$ cat src/design/lsfd_pkg.sv
`default_nettype none
package lsfd_pkg;

    localparam int PORT_COUNT    = 8;
    localparam int TABLE_ENTRIES = 64;
    localparam int MAC_W         = 48;
    localparam int MCAST_BIT     = 40;

    // configuration register indexes
    localparam logic [1:0] CFG_HUB_MODE     = 2'd0;
    localparam logic [1:0] CFG_PORT_ENABLED = 2'd1;
    localparam logic [1:0] CFG_PORT_GROUPS  = 2'd2;

    typedef struct packed {
        logic [2:0]       ingress_port;
        logic [MAC_W-1:0] source_mac;
        logic [MAC_W-1:0] dest_mac;
    } in_t;

    typedef struct packed {
        logic [7:0] egress_mask;
        logic       was_flooded;
        logic       table_full;
    } out_t;

    typedef struct packed {
        logic        hub;
        logic [7:0]  enabled;
        logic [31:0] groups;
    } cfg_t;

    // lookup token walking down the cell row
    typedef struct packed {
        logic             valid;
        logic [2:0]       ing;
        logic [MAC_W-1:0] src;
        logic [MAC_W-1:0] dst;
        logic             learn_pending;
        logic             dst_hit;
        logic [2:0]       dst_port;
    } token_t;

    function automatic logic [3:0] group_of(logic [31:0] groups, logic [2:0] port);
        logic [4:0] sh;
        sh = {port, 2'b00};
        return groups[sh +: 4];
    endfunction

    function automatic out_t decide(token_t t, cfg_t c);
        out_t       r;
        logic [3:0] gi;
        logic [3:0] gt;
        logic [7:0] m;
        logic [7:0] live;
        logic       flood;
        gi    = group_of(c.groups, t.ing);
        gt    = group_of(c.groups, t.dst_port);
        m     = '0;
        live  = '0;
        flood = !t.dst_hit || t.dst[MCAST_BIT] || c.hub;
        for (int q = 0; q < PORT_COUNT; q++) begin
            live[q] = c.enabled[q];
        end
        if (flood) begin
            for (int q = 0; q < 8; q++) begin
                m[q] = (3'(q) != t.ing)
                    && !((gi != 4'd0) && (group_of(c.groups, 3'(q)) == gi));
            end
        end else if (gt == 4'd0) begin
            m[t.dst_port] = 1'b1;
        end else if (gt != gi) begin
            for (int q = 0; q < 8; q++) begin
                m[q] = (group_of(c.groups, 3'(q)) == gt);
            end
        end
        r.egress_mask = m & live;
        r.was_flooded = flood;
        r.table_full  = t.learn_pending;
        return r;
    endfunction

endpackage
`default_nettype wire

$ cat src/design/lsfd_cell.sv
`default_nettype none
module lsfd_cell (
    input  wire             clk,
    input  wire             rst_n,
    input  lsfd_pkg::cfg_t   cfg,
    input  lsfd_pkg::token_t tok_in,
    output lsfd_pkg::token_t tok_out
);
    import lsfd_pkg::*;

    logic             valid_reg, valid_next;
    logic [MAC_W-1:0] addr_reg, addr_next;
    logic [2:0]       port_reg, port_next;
    logic             tvalid_reg;
    token_t           tok_reg, tok_next;
    logic [3:0]       gi;

    always_comb
    begin
        valid_next = valid_reg;
        addr_next  = addr_reg;
        port_next  = port_reg;
        tok_next   = tok_in;
        gi         = group_of(cfg.groups, tok_in.ing);
        if (tok_in.valid && tok_in.learn_pending) begin
            if (valid_reg && addr_reg == tok_in.src) begin
                tok_next.learn_pending = 1'b0;
                if (port_reg != tok_in.ing
                    && (gi == 4'd0 || gi != group_of(cfg.groups, port_reg))) begin
                    port_next = tok_in.ing;
                end
            end else if (!valid_reg) begin
                // entries fill from the front, so the first free cell ends the table
                tok_next.learn_pending = 1'b0;
                valid_next = 1'b1;
                addr_next  = tok_in.src;
                port_next  = tok_in.ing;
            end
        end
        if (tok_in.valid && !tok_in.dst_hit && valid_next && addr_next == tok_in.dst) begin
            tok_next.dst_hit  = 1'b1;
            tok_next.dst_port = port_next;
        end
    end

    always_ff @(posedge clk or negedge rst_n)
    begin
        if (!rst_n) begin
            valid_reg  <= 1'b0;
            tvalid_reg <= 1'b0;
        end else begin
            valid_reg  <= valid_next;
            tvalid_reg <= tok_in.valid;
        end
    end

    always_ff @(posedge clk)
    begin
        addr_reg <= addr_next;
        port_reg <= port_next;
        tok_reg  <= tok_next;
    end

    always_comb
    begin
        tok_out       = tok_reg;
        tok_out.valid = tvalid_reg;
    end

endmodule
`default_nettype wire

$ cat config.mk
export PLATFORM = sky130hd
export DESIGN_NAME = lsfd_cell
export DESIGN_NICKNAME = d
export VERILOG_FILES = /design/src/design/lsfd_pkg.sv /design/src/design/lsfd_cell.sv
export SDC_FILE = /design/constraint.sdc
export NUM_CORES = 1
export LEC_CHECK = 0
export BUFFER_PORTS_ARGS = -buffer_cell sky130_fd_sc_hd__buf_2
export CELL_PAD_IN_SITES_DETAIL_PLACEMENT = 1
export CELL_PAD_IN_SITES_GLOBAL_PLACEMENT = 1
export CORE_ASPECT_RATIO = 0.6
export CORE_MARGIN = 2
export CORE_UTILIZATION = 36
export DETAILED_ROUTE_END_ITERATION = 12
export PLACE_DENSITY_LB_ADDON = 0.1
export SLEW_MARGIN = 20
export SYNTH_ARGS = -nofsm -noshare
export SYNTH_HDL_FRONTEND = slang
export SYNTH_SLANG_ARGS = --single-unit
$ cat constraint.sdc
create_clock -name clk -period 3.5 [get_ports clk]
set_clock_uncertainty 0.2 [all_clocks]
set_input_delay 0.35 -clock clk [delete_from_list [all_inputs] [get_ports clk]]
set_output_delay 0.35 -clock clk [all_outputs]
set_load 0.02 [all_outputs]
# After elaboration in Yosys (flattened, before gate mapping)
# Cells that the tools add are included.
classes:
  n_mux: 13
  div_mod_pow: 0
  bitwise: 0
  n_eq_ne: 4
  shifts: 2
  n_mul: 0
  add_sub_neg: 0
  magnitude_cmp: 0
  reduce_logical: 9
op_table:
  columns: ["operator", "n"]
  rows:
  - ["48-bit two-way mux", 3]
  - ["48-bit == test", 2]
  - ["32-bit by 6-bit indexed part select with 4-bit output", 2]
  - ["3-bit two-way mux", 5]
  - ["1-bit logical AND", 6]
  - ["1-bit two-way mux", 5]
  - ["4-bit zero test", 1]
  - ["4-bit inequality test", 1]
  - ["3-bit inequality test", 1]
  - ["1-bit zero test", 1]
  - ["1-bit logical OR", 1]
word_totals:
  latchBits: 0
  in_bits: 148
  ram_bits: 0
  elab_cells: 38
  mem_bits_ro: 0
  reg_bits: 157
  output_inout_bits: 105
  n_memories: 0

# Longest topological paths before layout
# Gate-level depths: netlist of the first run.
logic_depth:
  ltp_word: 8
  mapped_depth: 9
  depth_no_buf: 7

# Worst setup path after synthesis of the first run
# Ideal clock, no wire load.
synth_timing:
  path_kind: "input to register"
  startpoint: "in tok_in[101] (netlist bit)"
  endpoint: "reg tok_reg (netlist bit tok_out[0])"
  setup_time_ns: 0.121
  cell_stages: 8
  t_required_ns: 3.179
  path_buffers: 1
  path_slack_ns: 0.530
  arrival_ns: 2.649
  path_cell_list: "buf_6 > mux4_1 > mux2_2 > and2_0 > o2111a_2 > o41ai_4 > mux2_4 > mux2_2"
synth_rtl:
  columns: ["element", "line_no", "rtl"]
  rows:
  - ["start: declaration", "lsfd_cell.sv:6", "input lsfd_pkg::token_t tok_in,"]
  - ["end signal: assignment", "lsfd_cell.sv:61", "tok_reg <= tok_next;"]
  - ["end: declaration", "lsfd_cell.sv:15", "token_t tok_reg, tok_next;"]

==> results of run 1 <==
==> cell type report <==
class	count	area (µm²)	area share, %
Multi-Input combinational cell	312	2621	28.82
Inverter	31	116.4	1.279
Sequential cell	157	3153	34.67
Clock inverter	14	122.6	1.348
Tap cell	228	285.3	3.137
Clock buffer	18	429.2	4.719
Timing Repair Buffer	361	2367	26.03
==> kinds of logic (layout without fill, tap and decap cells) <==
kind of cell              count (synthesis)  in the layout  share of synthesized area [%]
AOI/OAI and AO/OA                        42             42                          5.647
xor gates and xnor gates                 99             99                          14.44
buffers and inverters                    47            424                          4.272
DFF                                     157            157                          52.51
muxes                                    56             56                          13.63
and+or+nand+nor                         114            115                          9.502
==> timing repair <==
item,CTS,global route
endpoints found under the setup margin,0,3
hold endpoints to repair,123,0
setup buffers,0,3
hold buffers,105,0
resized for setup,0,5
==> where the power goes <==
group / switching (mW) / internal, mW / leakage, nW
combinational: 0.511 / 0.484 / 2.65
clock: 0.858 / 0.937 / 0.277
sequential: 0.138 / 1.97 / 1.33
==> through the flow <==
| stage | instance area [µm²] | setup TNS (ps) | utilization, % |
|---|---|---|---|
| 3_5_place_dp | 7441 | 0 | 45.76 |
| 4_1_cts | 9044 | 0 | 55.62 |
| 6_report | 9095 | 0 | 55.93 |
| 2_1_floorplan | 6005 | 0 | - |
| 5_1_grt | 9095 | -118.2 | 55.93 |
| 3_3_place_gp | 7441 | 0 | 45.76 |
==> cell usage after synthesis, drive strengths merged, types with 2 or more instances <==
| library cell | number |
|---|---|
| xor2 | 35 |
| o2111a | 2 |
| mux2i | 18 |
| nor3 | 6 |
| nor4 | 7 |
| dfrtp | 2 |
| dfxtp | 155 |
| nand4 | 17 |
| a221o | 2 |
| buf | 7 |
| nand2b | 7 |
| a2111oi | 5 |
| o21ai | 6 |
| mux2 | 22 |
| nor2b | 4 |
| a221oi | 6 |
| nor2 | 3 |
| a21oi | 3 |
| a31oi | 2 |
| o41ai | 2 |
| clkbuf | 9 |
| xnor2 | 64 |
| mux4 | 16 |
| o22ai | 6 |
| nand2 | 61 |
| inv | 31 |
| nand3 | 2 |
==> metal layers <==
metal | GRT usage (%) | wire length, µm | share of wire [%]
met5 | 0 | 0 | 0
met4 | 9.280 | 465 | 2.1
met3 | 5.784 | 1233 | 5.6
met2 | 41.27 | 10190 | 46
met1 | 32.48 | 10210 | 46
==> layout by cell type, fill, tap and decap left out, types with 7 or more instances in the layout <==
cell / count
dfxtp_1: 155
mux2_2: 20
nand4_1: 17
buf_2: 242
nand2_1: 61
clkbuf_16: 17
buf_4: 13
nand2b_1: 7
mux2i_1: 17
mux4_2: 10
xnor2_1: 64
dlygate4sd3_1: 105
inv_6: 7
xor2_1: 35
inv_1: 31
==> worst max-delay path, cell delays in order <==
cell	delay [ps]
dlygate4sd3_1	540
clkbuf_4	250
mux4_1	580
mux2_2	300
and2_0	160
o2111a_2	280
o41ai_4	430
mux2_4	340
mux2_2	260
==> worst max-delay path by stage <==
stage                               to  slack (ps)  cells past startpoint
global placement    tok_out[0]$_DFF_P_         190                      8
floorplan           tok_out[0]$_DFF_P_         530                      8
global route        tok_out[0]$_DFF_P_         -70                      9
finish              tok_out[0]$_DFF_P_         130                      9
CTS                 tok_out[0]$_DFF_P_          80                      9
detailed placement  tok_out[0]$_DFF_P_         170                      8
==> results.ini, run 1 <==
[die]
num_io_pins=253
floorplan.rows=36
die_area_um2=17760
core_area_um2=16260
die_h_um=104.0
initial_core_util_pct=36.93
die_w_um=170.7

[drt]
wl_per_cell_um=19.71
num_vias=5366
final_antenna_net_count=0
drcViolationCount=0
wl_um=22100
first_pass_iters=4
routed_via_density=4.787
drtIter0Drc=264

[sta]
whs_ps=45.68
setup_viol=0
worst_pin_slew_ps=674.8
final-hold-violation-count=0
timing.final.ws_setup_ps=128.6
finalCriticalPeriod_ps=3371
maxSlewHeadroom_pct=53.85
slew_violations=0
max_freq_ghz=0.2966
finalCritPeriodShare_pct=96.32

[yosys]
synth.avg_cell_area_um2=11.66
synth_top_area_share_pct=51.68
synth_edf_count=0
ys_types=51
async_reset_ff_share_pct=1.274
syn_inst=515
synth_flop_cell=dfxtp_1
yosys-top-cells-area=dfxtp_1, xnor2_1, xor2_1, nand2_1, mux2_2
synth_warnings=0
syn_area_um2=6005
yosysTopAreaCell=dfxtp_1
synth_seq_cells=157
syn_nets=663
seq_area_frac_synth_pct=52.51

[global_route]
grt_pass1_wl_um=33470
track_usage_pct=25.21
grt_antenna_before_repair=0
grt_start_max_net_pins=22
grt_overflow=0
grt_pass1_vias=6020

[critical_path]
r2r_slack_ps=260
r2r-end=tok_out[2]$_DFF_P_
critPathLaunchType=input port
end_kind=flip-flop
cp-startpoint=tok_in[101]
worstPathArrival_ps=3500
critPathKind=input port to flip-flop
critical_path.max_fanout=9
ff2ff_path_depth=9
required_ps=3630
r2r-start=valid_reg$_DFF_PN0_

[job]
cap_violations=0

[placement]
pre_cts_ws_ps=166.1
gp_congestion=0.8151
dpl.hpwl_um=15550
io_buffer_count=243
dp.cells=980

[clock_network]
cts_tree=yes
root_buffer=clkbuf_16
htree_levels=4
cts_sinks=157
clk_pin_slew_ps=60
clk_latency_ps=440
clk_path_buf_depth=2
numCtsBuffers=17

[final_layout]
largest_reg_flops=104
layout.cells.non_filler=1121
fillers=1814
area_growth_syn_to_layout_pct=51.47
antenna_cells=0
nets=1028
drive_gt1_share_pct=36.51

[power_and_ir_drop]
powerDensity_nw_per_um2=538.0
p_leak_nw=4.249
ir_drop_uv=272.2
total_power_mw=4.893

[hold_path]
hold_path.class=input port to async pin

[outcome]
status=finished clean

(Power assumes the default switching activity.)
==> run 2: changes to the inputs <==
- CTS_BUF_LIST: default -> sky130_fd_sc_hd__clkbuf_8 sky130_fd_sc_hd__clkbuf_16
==> results.ini, run 2 (synthesized netlist as in run 1, its figures left out) <==
[global_route]
track_usage_pct=25.21
grt_pass1_wl_um=33470
grt_overflow=0
grt_pass1_vias=6020
grt_start_max_net_pins=22
grt_antenna_before_repair=0

[final_layout]
fillers=1814
final_area_um2=9095
multiInputGateArea_um2=2621
largest_reg_flops=104
antenna_cells=0
layout_common_cells=buf_2, dfxtp_1, dlygate4sd3_1
final_common_cell=buf_2
drive_gt1_share_pct=36.51
nets=1028
regArea_um2=3153
area_growth_syn_to_layout_pct=51.47

[clock_network]
cts_tree=yes
clk_pin_slew_ps=60
root_buffer=clkbuf_16
numCtsBuffers=17
clk_latency_ps=440
cts_sinks=157
htree_levels=4
clk_path_buf_depth=2

[power_and_ir_drop]
clkPwrFrac_pct=36.6
p_comb_share_pct=20.3
sequentialPowerShare_pct=43.0
powerDensity_nw_per_um2=537.4
switchingPower_mw=1.504
total_power_mw=4.888
ir_drop_uv=272.1
swShare_pct=30.78
p_leak_nw=4.253
internal-power_mw=3.383

[die]
die_h_um=104.0
die_w_um=170.7
num_io_pins=253
core_area_um2=16260
die_area_um2=17760
floorplan.rows=36
initial_core_util_pct=36.93

[drt]
num_vias=5363
first_pass_iters=4
drtIter0Drc=255
routed_via_density=4.784
wl_um=22100
wl_per_cell_um=19.72
drcViolationCount=0
final_antenna_net_count=0

[sta]
finalCritPeriodShare_pct=96.32
final-hold-violation-count=0
slew_violations=0
max_freq_ghz=0.2966
worst_pin_slew_ps=615.9
timing.final.ws_setup_ps=128.8
setup_viol=0
maxSlewHeadroom_pct=57.88
finalCriticalPeriod_ps=3371

[hold_path]
hold_path.class=input port to async pin

[job]
cap_violations=0

[critical_path]
end_kind=flip-flop
required_ps=3630
critPathLaunchType=input port
critical_path.max_fanout=9
critPathKind=input port to flip-flop
worstPathArrival_ps=3500

[placement]
dpl.hpwl_um=15550
pre_cts_ws_ps=166.1
placed_cell_area_um2=7441
io_buffer_count=243
gp_congestion=0.8151

[outcome]
status=finished clean

-- run 2: changes by cell type in the layout (fill, tap and decap cells not counted), sizes merged --
cell	delta
clkbuf	-1
inv	+1
-- run 2: worst max-delay path: stages --
cell	delay [ps]
dlygate4sd3_1	540
clkbuf_4	250
mux4_1	580
mux2_2	300
and2_0	160
o2111a_2	280
o41ai_4	430
mux2_4	340
mux2_2	260
-- run 2: repair_timing --
action,in CTS,in global routing
gates resized for setup,0,5
endpoints found under the setup margin,0,3
buffers inserted,0,3
hold endpoints to repair,123,0
hold buffers,105,0
-- run 2: area by class of cell --
cell class,instances,area share (%)
Clock inverter,15,1.389
Sequential cell,157,34.67
Multi-Input combinational cell,312,28.82
Clock buffer,17,4.677
Inverter,31,1.279
Tap cell,228,3.137
Timing Repair Buffer,361,26.03
-- run 2: layer usage --
metal	track usage, %	share of wire (%)	up-vias
met2	41.27	46	189
met1	32.48	46	2627
li1	-	-	2512
met4	9.280	2.0	0
met5	0	0	-
met3	5.784	5.6	35
-- run 2: path summary, 6_finish.rpt --
kind,from,endpoint,slack (ps),cells after the start
hold reg to reg,addr_reg[10]$_DFF_P_,addr_reg[10]$_DFF_P_,290,2
hold / removal,rst_n,valid_reg$_DFF_PN0_,50,2
max in group asynchronous,rst_n,tvalid_reg$_DFF_PN0_,2960,2
setup / recovery,tok_in[101],tok_out[0]$_DFF_P_,130,9
setup reg to reg,valid_reg$_DFF_PN0_,tok_out[2]$_DFF_P_,260,9
min in group clk,tok_in[4],tok_out[4]$_DFF_P_,100,2
-- run 2: per-stage QoR --
stage	hold slack [ps]	utilization, %	setup TNS (ps)	cells
CTS	34.47	55.62	0	1117
floorplan	-145.6	-	0	515
detailed placement	-63.92	45.76	0	980
global placement	-64.42	45.76	0	980
global route	46.46	55.93	-118.2	1121
finish	45.55	55.93	0	1121
-- run 2: power groups by stage --
stage / logic, mW / registers, mW / clock network (mW)
after floorplan: 0.484 / 2.18 / 0
after global placement: 0.866 / 2.13 / 0
after detailed placement: 0.882 / 2.14 / 0
after CTS: 0.983 / 2.10 / 1.82
after global routing: 1.07 / 2.13 / 1.91
final: 0.993 / 2.10 / 1.79
==> run 3: changes to the inputs <==
- ABC_AREA: default -> 1
- CORE_UTILIZATION: 36 -> 34
==> results.ini, run 3 <==
[yosys]
syn_nets=970
synth_flop_cell=dfxtp_1
yosys-top-cells-area=dfxtp_1, nand2_1, nand3_1, inv_1, xnor2_1
yosysTopAreaCell=dfxtp_1
seq_area_frac_synth_pct=49.47
ys_types=32
async_reset_ff_share_pct=1.274
syn_inst=822
synthTopCellsByCount=nand2_1, dfxtp_1, inv_1
synth_most_common_cell=nand2_1
synth_seq_cells=157
synth_warnings=0
syn_area_um2=6374
synth_top_area_share_pct=48.68
synth_edf_count=0
synth.avg_cell_area_um2=7.754

[placement]
dp.cells=1297
io_buffer_count=243
gp_congestion=0.8482
dpl.hpwl_um=17740

[sta]
rsz0062_at_grt=no
fin_tns_setup_ps=0
finalCriticalPeriod_ps=3203
maxSlewHeadroom_pct=55.93
slew_violations=0
setup_viol=0
max_freq_ghz=0.3122
finalCritPeriodShare_pct=91.53
final-hold-violation-count=0
worst_pin_slew_ps=659.6

[power_and_ir_drop]
p_leak_nw=4.904
ir_drop_uv=308.5
powerDensity_nw_per_um2=498.1
total_power_mw=4.720

[critical_path]
critical_path.max_fanout=26
critPathLaunchType=input port
critPathKind=input port to flip-flop
worstPathArrival_ps=3320
end_kind=flip-flop
required_ps=3620

[global_route]
grt_pass1_wl_um=38160
grt_pass1_vias=6868
grt_antenna_before_repair=2
track_usage_pct=25.36
grt_start_max_net_pins=27
grt_overflow=0

[final_layout]
layout_common_cells=nand2_1, buf_2, dfxtp_1
nets=1327
area_growth_syn_to_layout_pct=48.67
fillers=2255
regArea_um2=3153
final_common_cell=nand2_1
drive_gt1_share_pct=26.34
largest_reg_flops=104
multiInputGateArea_um2=2710
layout.cells.non_filler=1433

[job]
cap_violations=0

[die]
core_area_um2=18210
num_io_pins=253
floorplan.rows=38
initial_core_util_pct=35.00
die_area_um2=19890
die_h_um=110.1
die_w_um=180.8

[drt]
drtIter0Drc=361
num_vias=6537
wl_um=24830
first_pass_iters=8
final_antenna_net_count=0
wl_per_cell_um=17.33
routed_via_density=4.562
drcViolationCount=0

[clock_network]
cts_tree=yes
ctsHoldBuffers=103
htree_levels=4
root_buffer=clkbuf_16
numCtsBuffers=17
cts_sinks=157
clk_latency_ps=420
clk_pin_slew_ps=60
post_cts_resized=0
clk_path_buf_depth=2
postCtsSetupRepairBufs=0

[hold_path]
hold_path.class=input port to async pin

[outcome]
status=finished clean

-- run 3: final timing paths --
path	startpoint	endpoint	slack, ps	cells after the start
max in group asynchronous	rst_n	valid_reg$_DFF_PN0_	2950	2
hold reg to reg	addr_reg[7]$_DFF_P_	addr_reg[7]$_DFF_P_	290	2
hold / removal	rst_n	tvalid_reg$_DFF_PN0_	50	2
setup / recovery	tok_in[104]	tok_out[2]$_DFF_P_	300	15
min in group clk	tok_in[103]	tok_out[103]$_DFF_P_	90	2
setup reg to reg	valid_reg$_DFF_PN0_	tok_out[2]$_DFF_P_	510	12
-- run 3: worst max-delay path: stages --
cell and delay, ps:
dlygate4sd3_1 540, buf_2 150, nand2_2 110, nor2_4 520
buf_4 260, nand2_1 50, o21ai_0 150, o22ai_1 130
nor2_1 290, nand3_1 100, nand3b_1 240, nor2_4 220
inv_2 90, nand2_1 60, nand2_1 50
-- run 3: metrics by stage --
stage | hold WS [ps] | utilization, % | area (µm²) | worst slack [ps]
2_1_floorplan | -145.6 | - | 6374 | 1456
3_3_place_gp | -58.78 | 43.05 | 7839 | 506.0
3_5_place_dp | -57.62 | 43.05 | 7839 | 505.9
4_1_cts | 25.43 | 52.02 | 9473 | 374.3
5_1_grt | 65.86 | 52.03 | 9475 | 93.45
6_report | 49.41 | 52.03 | 9475 | 296.6
-- run 3: area by class of cell --
cell class | instances | share of cell area [%]
Sequential cell | 157 | 33.28
Multi-Input combinational cell | 548 | 28.60
Timing Repair Buffer | 359 | 24.75
Clock buffer | 19 | 4.780
Inverter | 96 | 3.816
Tap cell | 240 | 3.169
Clock inverter | 13 | 1.585
Antenna cell | 1 | 0.02641
-- run 3: kinds of logic after synthesis --
kind of cell	count (synthesis)	synth area share (%)
buffers and inverters	117	8.009
XOR/XNOR	71	9.756
AND/OR/NAND/NOR	432	28.68
flip-flops	157	49.47
AO/OA/AOI/OAI	45	4.083
-- run 3: routing by layer --
layer / routed length [µm] / global-route usage (%) / share of wire, %
met5: 13 / 0 / 0.052
met4: 219 / 6.336 / 0.88
met3: 1310 / 5.026 / 5.3
met2: 10340 / 38.57 / 42
met1: 12950 / 36.88 / 52
-- run 3: power by group --
part           switching (mW)  internal [mW]  leakage (nW)
logic                   0.530          0.348          3.28
registers              0.0368           1.88          1.32
clock network           0.769           1.15         0.306
total                    1.34           3.38          4.90
